**src/hdl/mvlf_pkg.sv**
```systemverilog
// Shared constants for the multi-voice ladder filter: field widths, register
// and operation codes, and the fixed-point coefficients of the stage gain.
// No dependencies.
package mvlf_pkg;

  localparam int VOICE_COUNT_DEF  = 16;
  localparam int SAMPLE_WIDTH_DEF = 24;

  localparam int VOICE_W    = 4;
  localparam int CUTOFF_W   = 15;
  localparam int RES_W      = 16;
  localparam int RATE_W     = 18;
  localparam int CFG_IDX_W  = 2;
  localparam int CFG_DATA_W = 18;
  localparam int GAIN_BITS  = 20;

  // Register indexes
  localparam logic [CFG_IDX_W-1:0] CFG_CUTOFF    = 2'd0;
  localparam logic [CFG_IDX_W-1:0] CFG_RESONANCE = 2'd1;
  localparam logic [CFG_IDX_W-1:0] CFG_RATE      = 2'd2;

  // Operation codes
  localparam logic OP_FILTER = 1'b0;
  localparam logic OP_CLEAR  = 1'b1;

  // Register values after reset
  localparam logic [CUTOFF_W-1:0] CUTOFF_RST = 15'd1000;
  localparam logic [RES_W-1:0]    RES_RST    = 16'd32768;
  localparam logic [RATE_W-1:0]   RATE_RST   = 18'd48000;

  // Limits applied when forming w
  localparam logic [CUTOFF_W-1:0] CUTOFF_MIN = 15'd20;
  localparam logic [CUTOFF_W-1:0] CUTOFF_MAX = 15'd20000;
  localparam logic [RATE_W-1:0]   RATE_MIN   = 18'd8000;
  localparam logic [RATE_W-1:0]   RATE_MAX   = 18'd192000;

  // 2*pi in Q.29 and the gain polynomial coefficients in Q0.20
  localparam logic [31:0] TWO_PI_Q29 = 32'd3373259426;
  localparam logic [20:0] COEF_A     = 21'd1037251;
  localparam logic [18:0] COEF_B     = 19'd455292;
  localparam logic [17:0] COEF_C     = 18'd144808;
  localparam logic [14:0] COEF_D     = 15'd21181;

endpackage

```
**src/hdl/mvlf_gain.sv**
```systemverilog
// Stage gain sequencer: clamps cutoff and rate, divides 2*pi*fc by fs one
// quotient bit per cycle, then evaluates the gain polynomial on one shared
// multiplier. Depends on mvlf_pkg.
module mvlf_gain (
  input  logic                                  clk,
  input  logic                                  rst,
  input  logic                                  start,
  input  logic [mvlf_pkg::CUTOFF_W-1:0]         cutoff_hz,
  input  logic [mvlf_pkg::RATE_W-1:0]           sample_rate_hz,
  output logic                                  busy,
  output logic [mvlf_pkg::GAIN_BITS-1:0]        gain
);
  import mvlf_pkg::*;

  localparam int NUM_W   = 46;
  localparam int CNT_W   = $clog2(NUM_W);
  localparam int MA_W    = 36;
  localparam int MB_W    = 25;
  localparam int PROD_W  = MA_W + MB_W;
  localparam int TERM_W  = PROD_W - 20;
  localparam int ACC_W   = 44;
  localparam int W1_W    = 25;
  localparam int W2_W    = 28;
  localparam int W3_W    = 32;
  localparam int W4_W    = 36;
  localparam logic [CNT_W-1:0] CNT_LAST = CNT_W'(NUM_W - 1);
  localparam logic signed [ACC_W-1:0] GAIN_MAX = ACC_W'((1 << GAIN_BITS) - 1);

  typedef enum logic [4:0] {
    G_IDLE, G_NUM, G_DLD, G_DIV, G_W1,
    G_M2, G_S2, G_M3, G_S3, G_M4, G_S4,
    G_MA, G_SA, G_MB, G_SB, G_MC, G_SC, G_MD, G_SD, G_CL
  } gstate_t;

  gstate_t                   state;
  logic [RATE_W-1:0]         fs_c;
  logic [NUM_W-1:0]          dq;
  logic [RATE_W-1:0]         rem;
  logic [CNT_W-1:0]          cnt;
  logic [W1_W-1:0]           w1;
  logic [W2_W-1:0]           w2;
  logic [W3_W-1:0]           w3;
  logic [W4_W-1:0]           w4;
  logic signed [ACC_W-1:0]   acc;
  logic [PROD_W-1:0]         mul_p;

  logic [CUTOFF_W-1:0]       fc_c;
  logic [MA_W-1:0]           mul_a;
  logic [MB_W-1:0]           mul_b;
  logic [RATE_W:0]           trial;
  logic                      qbit;
  logic [PROD_W-1:0]         rnd_sum;
  logic [TERM_W-1:0]         term;
  logic signed [ACC_W-1:0]   term_s;
  logic [W1_W+9:0]           w1_sum;

  assign busy = (state != G_IDLE);

  always_comb begin
    if (cutoff_hz < CUTOFF_MIN)      fc_c = CUTOFF_MIN;
    else if (cutoff_hz > CUTOFF_MAX) fc_c = CUTOFF_MAX;
    else                             fc_c = cutoff_hz;
  end

  // One restoring division step
  assign trial = {rem, dq[NUM_W-1]};
  assign qbit  = (trial >= {1'b0, fs_c});

  assign rnd_sum = mul_p + PROD_W'(1 << 19);
  assign term    = rnd_sum[PROD_W-1:20];
  assign term_s  = signed'({3'b000, term});
  assign w1_sum  = {1'b0, dq[W1_W+8:0]} + (W1_W+10)'(256);

  always_comb begin
    case (state)
      G_NUM: begin
        mul_a = MA_W'(TWO_PI_Q29);
        mul_b = MB_W'(fc_c);
      end
      G_M2: begin
        mul_a = MA_W'(w1);
        mul_b = w1;
      end
      G_M3: begin
        mul_a = MA_W'(w2);
        mul_b = w1;
      end
      G_M4: begin
        mul_a = MA_W'(w3);
        mul_b = w1;
      end
      G_MA: begin
        mul_a = MA_W'(COEF_A);
        mul_b = w1;
      end
      G_MB: begin
        mul_a = MA_W'(w2);
        mul_b = MB_W'(COEF_B);
      end
      G_MC: begin
        mul_a = MA_W'(w3);
        mul_b = MB_W'(COEF_C);
      end
      G_MD: begin
        mul_a = w4;
        mul_b = MB_W'(COEF_D);
      end
      default: begin
        mul_a = '0;
        mul_b = '0;
      end
    endcase
  end

  always_ff @(posedge clk) begin
    mul_p <= mul_a * mul_b;
  end

  always_ff @(posedge clk) begin
    if (rst) begin
      state <= G_NUM;
    end else begin
      case (state)
        G_IDLE: begin
          if (start) state <= G_NUM;
        end
        G_NUM: begin
          if (sample_rate_hz < RATE_MIN)      fs_c <= RATE_MIN;
          else if (sample_rate_hz > RATE_MAX) fs_c <= RATE_MAX;
          else                                fs_c <= sample_rate_hz;
          state <= G_DLD;
        end
        G_DLD: begin
          dq    <= mul_p[NUM_W-1:0];
          rem   <= '0;
          cnt   <= '0;
          state <= G_DIV;
        end
        G_DIV: begin
          rem <= qbit ? RATE_W'(trial - {1'b0, fs_c}) : trial[RATE_W-1:0];
          dq  <= {dq[NUM_W-2:0], qbit};
          cnt <= CNT_W'(cnt + 1'b1);
          if (cnt == CNT_LAST) state <= G_W1;
        end
        G_W1: begin
          w1    <= w1_sum[W1_W+8:9];
          state <= G_M2;
        end
        G_M2: state <= G_S2;
        G_S2: begin
          w2    <= term[W2_W-1:0];
          state <= G_M3;
        end
        G_M3: state <= G_S3;
        G_S3: begin
          w3    <= term[W3_W-1:0];
          state <= G_M4;
        end
        G_M4: state <= G_S4;
        G_S4: begin
          w4    <= term[W4_W-1:0];
          state <= G_MA;
        end
        G_MA: state <= G_SA;
        G_SA: begin
          acc   <= term_s;
          state <= G_MB;
        end
        G_MB: state <= G_SB;
        G_SB: begin
          acc   <= acc - term_s;
          state <= G_MC;
        end
        G_MC: state <= G_SC;
        G_SC: begin
          acc   <= acc + term_s;
          state <= G_MD;
        end
        G_MD: state <= G_SD;
        G_SD: begin
          acc   <= acc - term_s;
          state <= G_CL;
        end
        G_CL: begin
          if (acc < 0)             gain <= '0;
          else if (acc > GAIN_MAX) gain <= '1;
          else                     gain <= acc[GAIN_BITS-1:0];
          state <= G_IDLE;
        end
        default: state <= G_IDLE;
      endcase
    end
  end

endmodule

```
**config.mk**
```make
export PLATFORM = sky130hd
export DESIGN_NAME = mvlf_gain
export DESIGN_NICKNAME = d
export VERILOG_FILES = /design/src/hdl/mvlf_pkg.sv /design/src/hdl/mvlf_gain.sv
export SDC_FILE = /design/constraint.sdc
export NUM_CORES = 2
export LEC_CHECK = 0
export ABC_AREA = 1
export BUFFER_PORTS_ARGS = -buffer_cell sky130_fd_sc_hd__buf_2
export CAP_MARGIN = 40
export CORE_UTILIZATION = 45
export CTS_BUF_LIST = sky130_fd_sc_hd__clkbuf_8
export DETAILED_ROUTE_END_ITERATION = 10
export PLACE_DENSITY = 0.66
export SLEW_MARGIN = 20
export SYNTH_ARGS = -nofsm -noshare
export SYNTH_HDL_FRONTEND = slang
export SYNTH_SLANG_ARGS = --single-unit
```
**constraint.sdc**
```tcl
create_clock -name clk -period 12.79 [get_ports clk]
set_clock_uncertainty 0.1 [all_clocks]
set_input_delay 1.279 -clock clk [delete_from_list [all_inputs] [get_ports clk]]
set_output_delay 1.279 -clock clk [all_outputs]
set_load 0.03 [all_outputs]
```
# Yosys cells after proc, flatten, opt, wreduce, memory -nomap -nowiden

Cells that the tools add are included.

Register bits: 339
Bits of input ports: 36
Output and inout bits: 21
Logic and storage cells: 82

$add $sub $neg: 6
$mul: 1
$lt $le $gt $ge: 7
Equality and inequality tests: 22
Muxes and demuxes: 14
Bitwise gates (word level): 1
Reductions and logical operators: 18

Operators with widths:

| operator               | count |
|---|---|
| $pmux 36 s6            | 1 |
| $pmux 44 s3            | 1 |
| $pmux 25 s5            | 1 |
| $pmux 5 s19            | 1 |
| $pmux 46 s2            | 1 |
| $add 61x20->61 const B | 1 |
| $mul 36x25->61         | 1 |
| $add 44x42->44         | 1 |
| $gt 44x21->1 const B   | 1 |
| $lt 44x1->1 const B    | 1 |
| $sub 44x42->44         | 1 |
| $eq 5x4->1 const B     | 8 |
| $mux 18                | 2 |
| $pmux 18 s2            | 1 |
| $add 34x9->34 const B  | 1 |
| $mux 15                | 2 |
| $eq 5x3->1 const B     | 4 |
| $eq 5x5->1 const B     | 4 |
| $mux 20                | 1 |
| $ge 19x18->1           | 1 |
| $gt 18x18->1 const B   | 1 |
| $lt 18x13->1 const B   | 1 |
| $reduce_and 2->1       | 9 |
| $sub 18x18->18         | 1 |
| 16 further kinds       | 22 |

# Depth between registers and ports, before layout

Depth after elaboration: 5
Gate-level depth with buffers: 43
Mapped depth without buffers: 41

# Least setup slack after synthesis

No wires, ideal clock.

Path kind: input -> register
From: input cutoff_hz[4] (netlist bit)
To: register mul_p[57]
Library setup time: 0.123 ns
Data arrival time: 8.053 ns
Required time: 12.567 ns
Slack: 4.513 ns
Stages: 30
Buffers on the path: 1
Cells stage by stage: nor3_1 -> nand2_1 -> nand2_1 -> a21oi_1 -> o21ai_2 -> inv_1 -> or2_2 -> a21oi_1 -> clkbuf_1 -> nor2_1 -> fa_1 -> fa_1 -> inv_1 -> fa_1 -> fa_1 -> inv_1 -> fa_1 -> fa_1 -> inv_1 -> fa_1 -> inv_1 -> ha_1 -> nand2_1 -> nor2_1 -> inv_1 -> nor4_1 -> nand2_1 -> o211ai_1 -> a21oi_1 -> xor2_1

Longest elaborated chain between the ends: 5
Elaborated cells between the ends (all ways): 6
Those cells by class: mul (1); order compare (2); mux (3)

Ends and longest elaborated chain:

| element              | line             | source |
|---|---|---|
| start, declared      | mvlf_gain.sv:8   | `input logic [mvlf_pkg::CUTOFF_W-1:0] cutoff_hz,` |
| $gt 15x15->1         | mvlf_gain.sv:61  | `else if (cutoff_hz > CUTOFF_MAX) fc_c = CUTOFF_MAX;` |
| $mux 15              | mvlf_gain.sv:61  |  |
| $mux 15 *            | mvlf_gain.sv:60  | `if (cutoff_hz < CUTOFF_MIN) fc_c = CUTOFF_MIN;` |
| $pmux 25 s5 *        | mvlf_gain.sv:75  | `case (state)` |
| $mul 36x25->61 *     | mvlf_gain.sv:116 | `mul_p <= mul_a * mul_b;` |
| end signal, assigned | mvlf_gain.sv:116 |  |
| end, declared        | mvlf_gain.sv:45  | `logic [PROD_W-1:0] mul_p;` |

Mark *: on every way between the ends. The rest lies on a longest branch, timed or not.
A chain may end at the register's enable or synchronous reset.

# Worst setup path in the final report

From: register state[0]
To: register mul_p[59]

Longest elaborated chain between the ends: 4
Elaborated cells between the ends (all ways): 14
Those cells by class: mul (1); eq/ne (8); mux (2); reduce/logical (3)

Ends and longest elaborated chain:

| element                                                             | line             | source |
|---|---|---|
| start, declared                                                     | mvlf_gain.sv:35  | `gstate_t state;` |
| start signal, assigned                                              | mvlf_gain.sv:121 | `state <= G_NUM;` |
| start signal, assigned                                              | mvlf_gain.sv:125 | `if (start) state <= G_NUM;` |
| start signal, assigned                                              | mvlf_gain.sv:131 | `state <= G_DLD;` |
| $eq 5x4->1 or $eq 5x3->1 (tied branches)                            | mvlf_gain.sv:75  |  |
| $reduce_or 4->1 (no source line) or $reduce_or 2->1 (tied branches) | -                |  |
| $pmux 25 s5 or $pmux 36 s6 (tied branches)                          | mvlf_gain.sv:75  |  |
| $mul 36x25->61 *                                                    | mvlf_gain.sv:116 |  |

Marked as above.

==> run metrics <==
clk sinks 339; Routed WL around 150000 um; CTS root buf clkbuf_8; largest area contributor in the netlist fa_1; Max Cap Viol 0; vias per std cell 5.28; worst-path maximum fanout 19; gpl congestion 0.971; f_max approximately 100 MHz; drt first pass iters 9; P&R area growth vs syn 7.36%; chip height 329 um; crit path capture mul_p[59]$_DFF_P_; CTS tree built; Final period util 80.4%; synth cell count leaders inv_1 (1422), nand2_1 (1312), fa_1 (781); main flop type after synthesis edfxtp_1; Synth Register Bits roughly 340; ranking of synthesized cells by area fa_1 (32%), edfxtp_1 (17%), inv_1 (11%); post-DP HPWL 120000 um; die area around 110000 sq um; FF-to-FF End mul_p[59]$_DFF_P_; TritonCTS Buffers between 50 and 60; std cell rows ~120; Final setup viols 0; RSZ-0062 raised after global routing no; Die X-Extent 329 um; Rel. slew slack ~40%; Synth cell types 65; first-pass GRT wire length ~230000 um; mean post-synth cell area between 8 and 9 sq um; gr usage total between 20 and 30%; setup TNS 0 ns; Synth Cell Area 48200 sq um; Initial Utilization 45.6%; failing checks DRC; Post-synth EDFFs 273; reg2reg start state[0]$_SDFFE_PP1P_; number of global-route vias before repair 40800; WL/cell between 20 and 25 um; CP Capture Type flop; share of cells above drive strength 1 between 6 and 7%; nets 7071; Core ar. 106000 sq um; initial antenna violation count 4; CTS H-tree lvls 2; Worst EP arrival 10.77 ns; status finished with violations; I/O Buffers 56; via count 39300; HP Start mul_p[2]$_DFF_P_; Setup crit start state[0]$_SDFFE_PP1P_; 1st-iter DRT viols between 3000 and 4000; CTS Hold Bufs 0; Hold WC Path Type flop to flop; slowest library cell on the worst path fa_1; post-synthesis sequential area ratio around 20%; Synth Instances 5897; Worst Tran Pin Value roughly 0.90 ns; share of the synthesized area in the top cell type 32.4%; Clock Path Buffers 3; post-cts resize count 0; Overflow after GRT 0; Crit Path Category flop to flop; DRC errors left 3; CP required roughly 13 ns; Worst setup SP type flop; Skew-Pair Late Insertion Delay 0.68 ns; R2R Setup Slk approximately 2.5 ns; largest net degree at the start of global routing 71; CP max stage delay 0.60 ns; Yosys Warn Count 0; postcts setup bufs 0; worst reg2reg path depth 35; Critical Path Most Common Cell fa_1; count of final hold-check violations 0; Synth async-reset ratio 0%; ANT nets after route 0; Max Slew Vio Count 0; most frequent cell after synthesis inv_1; clock-pin slew on the worst setup and hold paths 0.06 ns; fin crit period 10.28 ns; io pins 57
-- area by class of cell --
type / instances / area [sq um]
clock buffer: 65 / 895
timing repair buffer: 141 / 1060
clock inverter: 41 / 234
fill: 10300 / 53900
antenna: 1 / 2.50
tap: 1391 / 1740
inverter: 1461 / 5490
multi-input combinational: 3993 / 32900
sequential: 339 / 9520
-- metal layers --
metal	share of wire, %	track usage [%]	vias to the layer above	routed length, um
met1	41	38.5	19400	61800
met5	0	0	-	0
met4	3.7	9.27	0	5460
met2	46	45.8	1636	68700
li1	-	-	17900	-
met3	8.8	4.97	325	13100
-- sequential cells by signal, indices dropped and copies added, names as in the netlist --
register and count:
w3 32, w2 28, w1 25, cnt 6, state 5, gain 20, mul_p 61, fs_c 18
rem 18, dq 46, w4 36, acc 44
-- how the worst min path moves through the flow --
stage                       end  cells after the start
2_1_floorplan  dq[10]$_DFFE_PP_                      2
3_3_place_gp    dq[2]$_DFFE_PP_                      2
3_5_place_dp    dq[2]$_DFFE_PP_                      2
4_1_cts         dq[2]$_DFFE_PP_                      2
5_1_grt         dq[5]$_DFFE_PP_                      2
6_report        dq[2]$_DFFE_PP_                      2
-- cells in the final DEF, fill, tap and decap left out, drive strengths merged, types with 105 or more instances in the layout --
cell type     n
edfxtp      273
nor2        532
xor2        105
buf         141
nand3       136
a21oi       212
inv        1465
ha          262
fa          781
o21ai       216
nand2      1336
-- critical path, delay by kind of cell (launching register included) --
family	cells	cell delay (ns)
fa+ha+maj	8	4.15
simple gates	12	3.31
buf+inv	12	1.64
flops	1	0.53
compound gates	2	0.27
xor+xnor	1	0.17
-- cells by family after synthesis --
logic type,share of synthesized area [%]
compound gates,7.12
xor+xnor,2.65
fa+ha+maj,39.2
buf+inv,12.9
flops,19.7
other cells,0.0156
simple gates,18.4
-- metrics by stage --
step	hold slack, ns	setup WS, ns	util [%]	cell area, sq um	std cells
2_1_floorplan	0.371	4.51	-	48500	5959
3_3_place_gp	0.387	1.91	47.7	50400	7311
3_5_place_dp	0.387	2.39	47.9	50600	7322
4_1_cts	0.404	2.50	48.9	51700	7428
5_1_grt	0.438	2.16	49.0	51800	7432
6_report	0.398	2.51	49.0	51800	7432
Power is left out: the tool's default activity adds up to more than one toggle a clock period on the data nets, which glitch-free logic cannot reach.
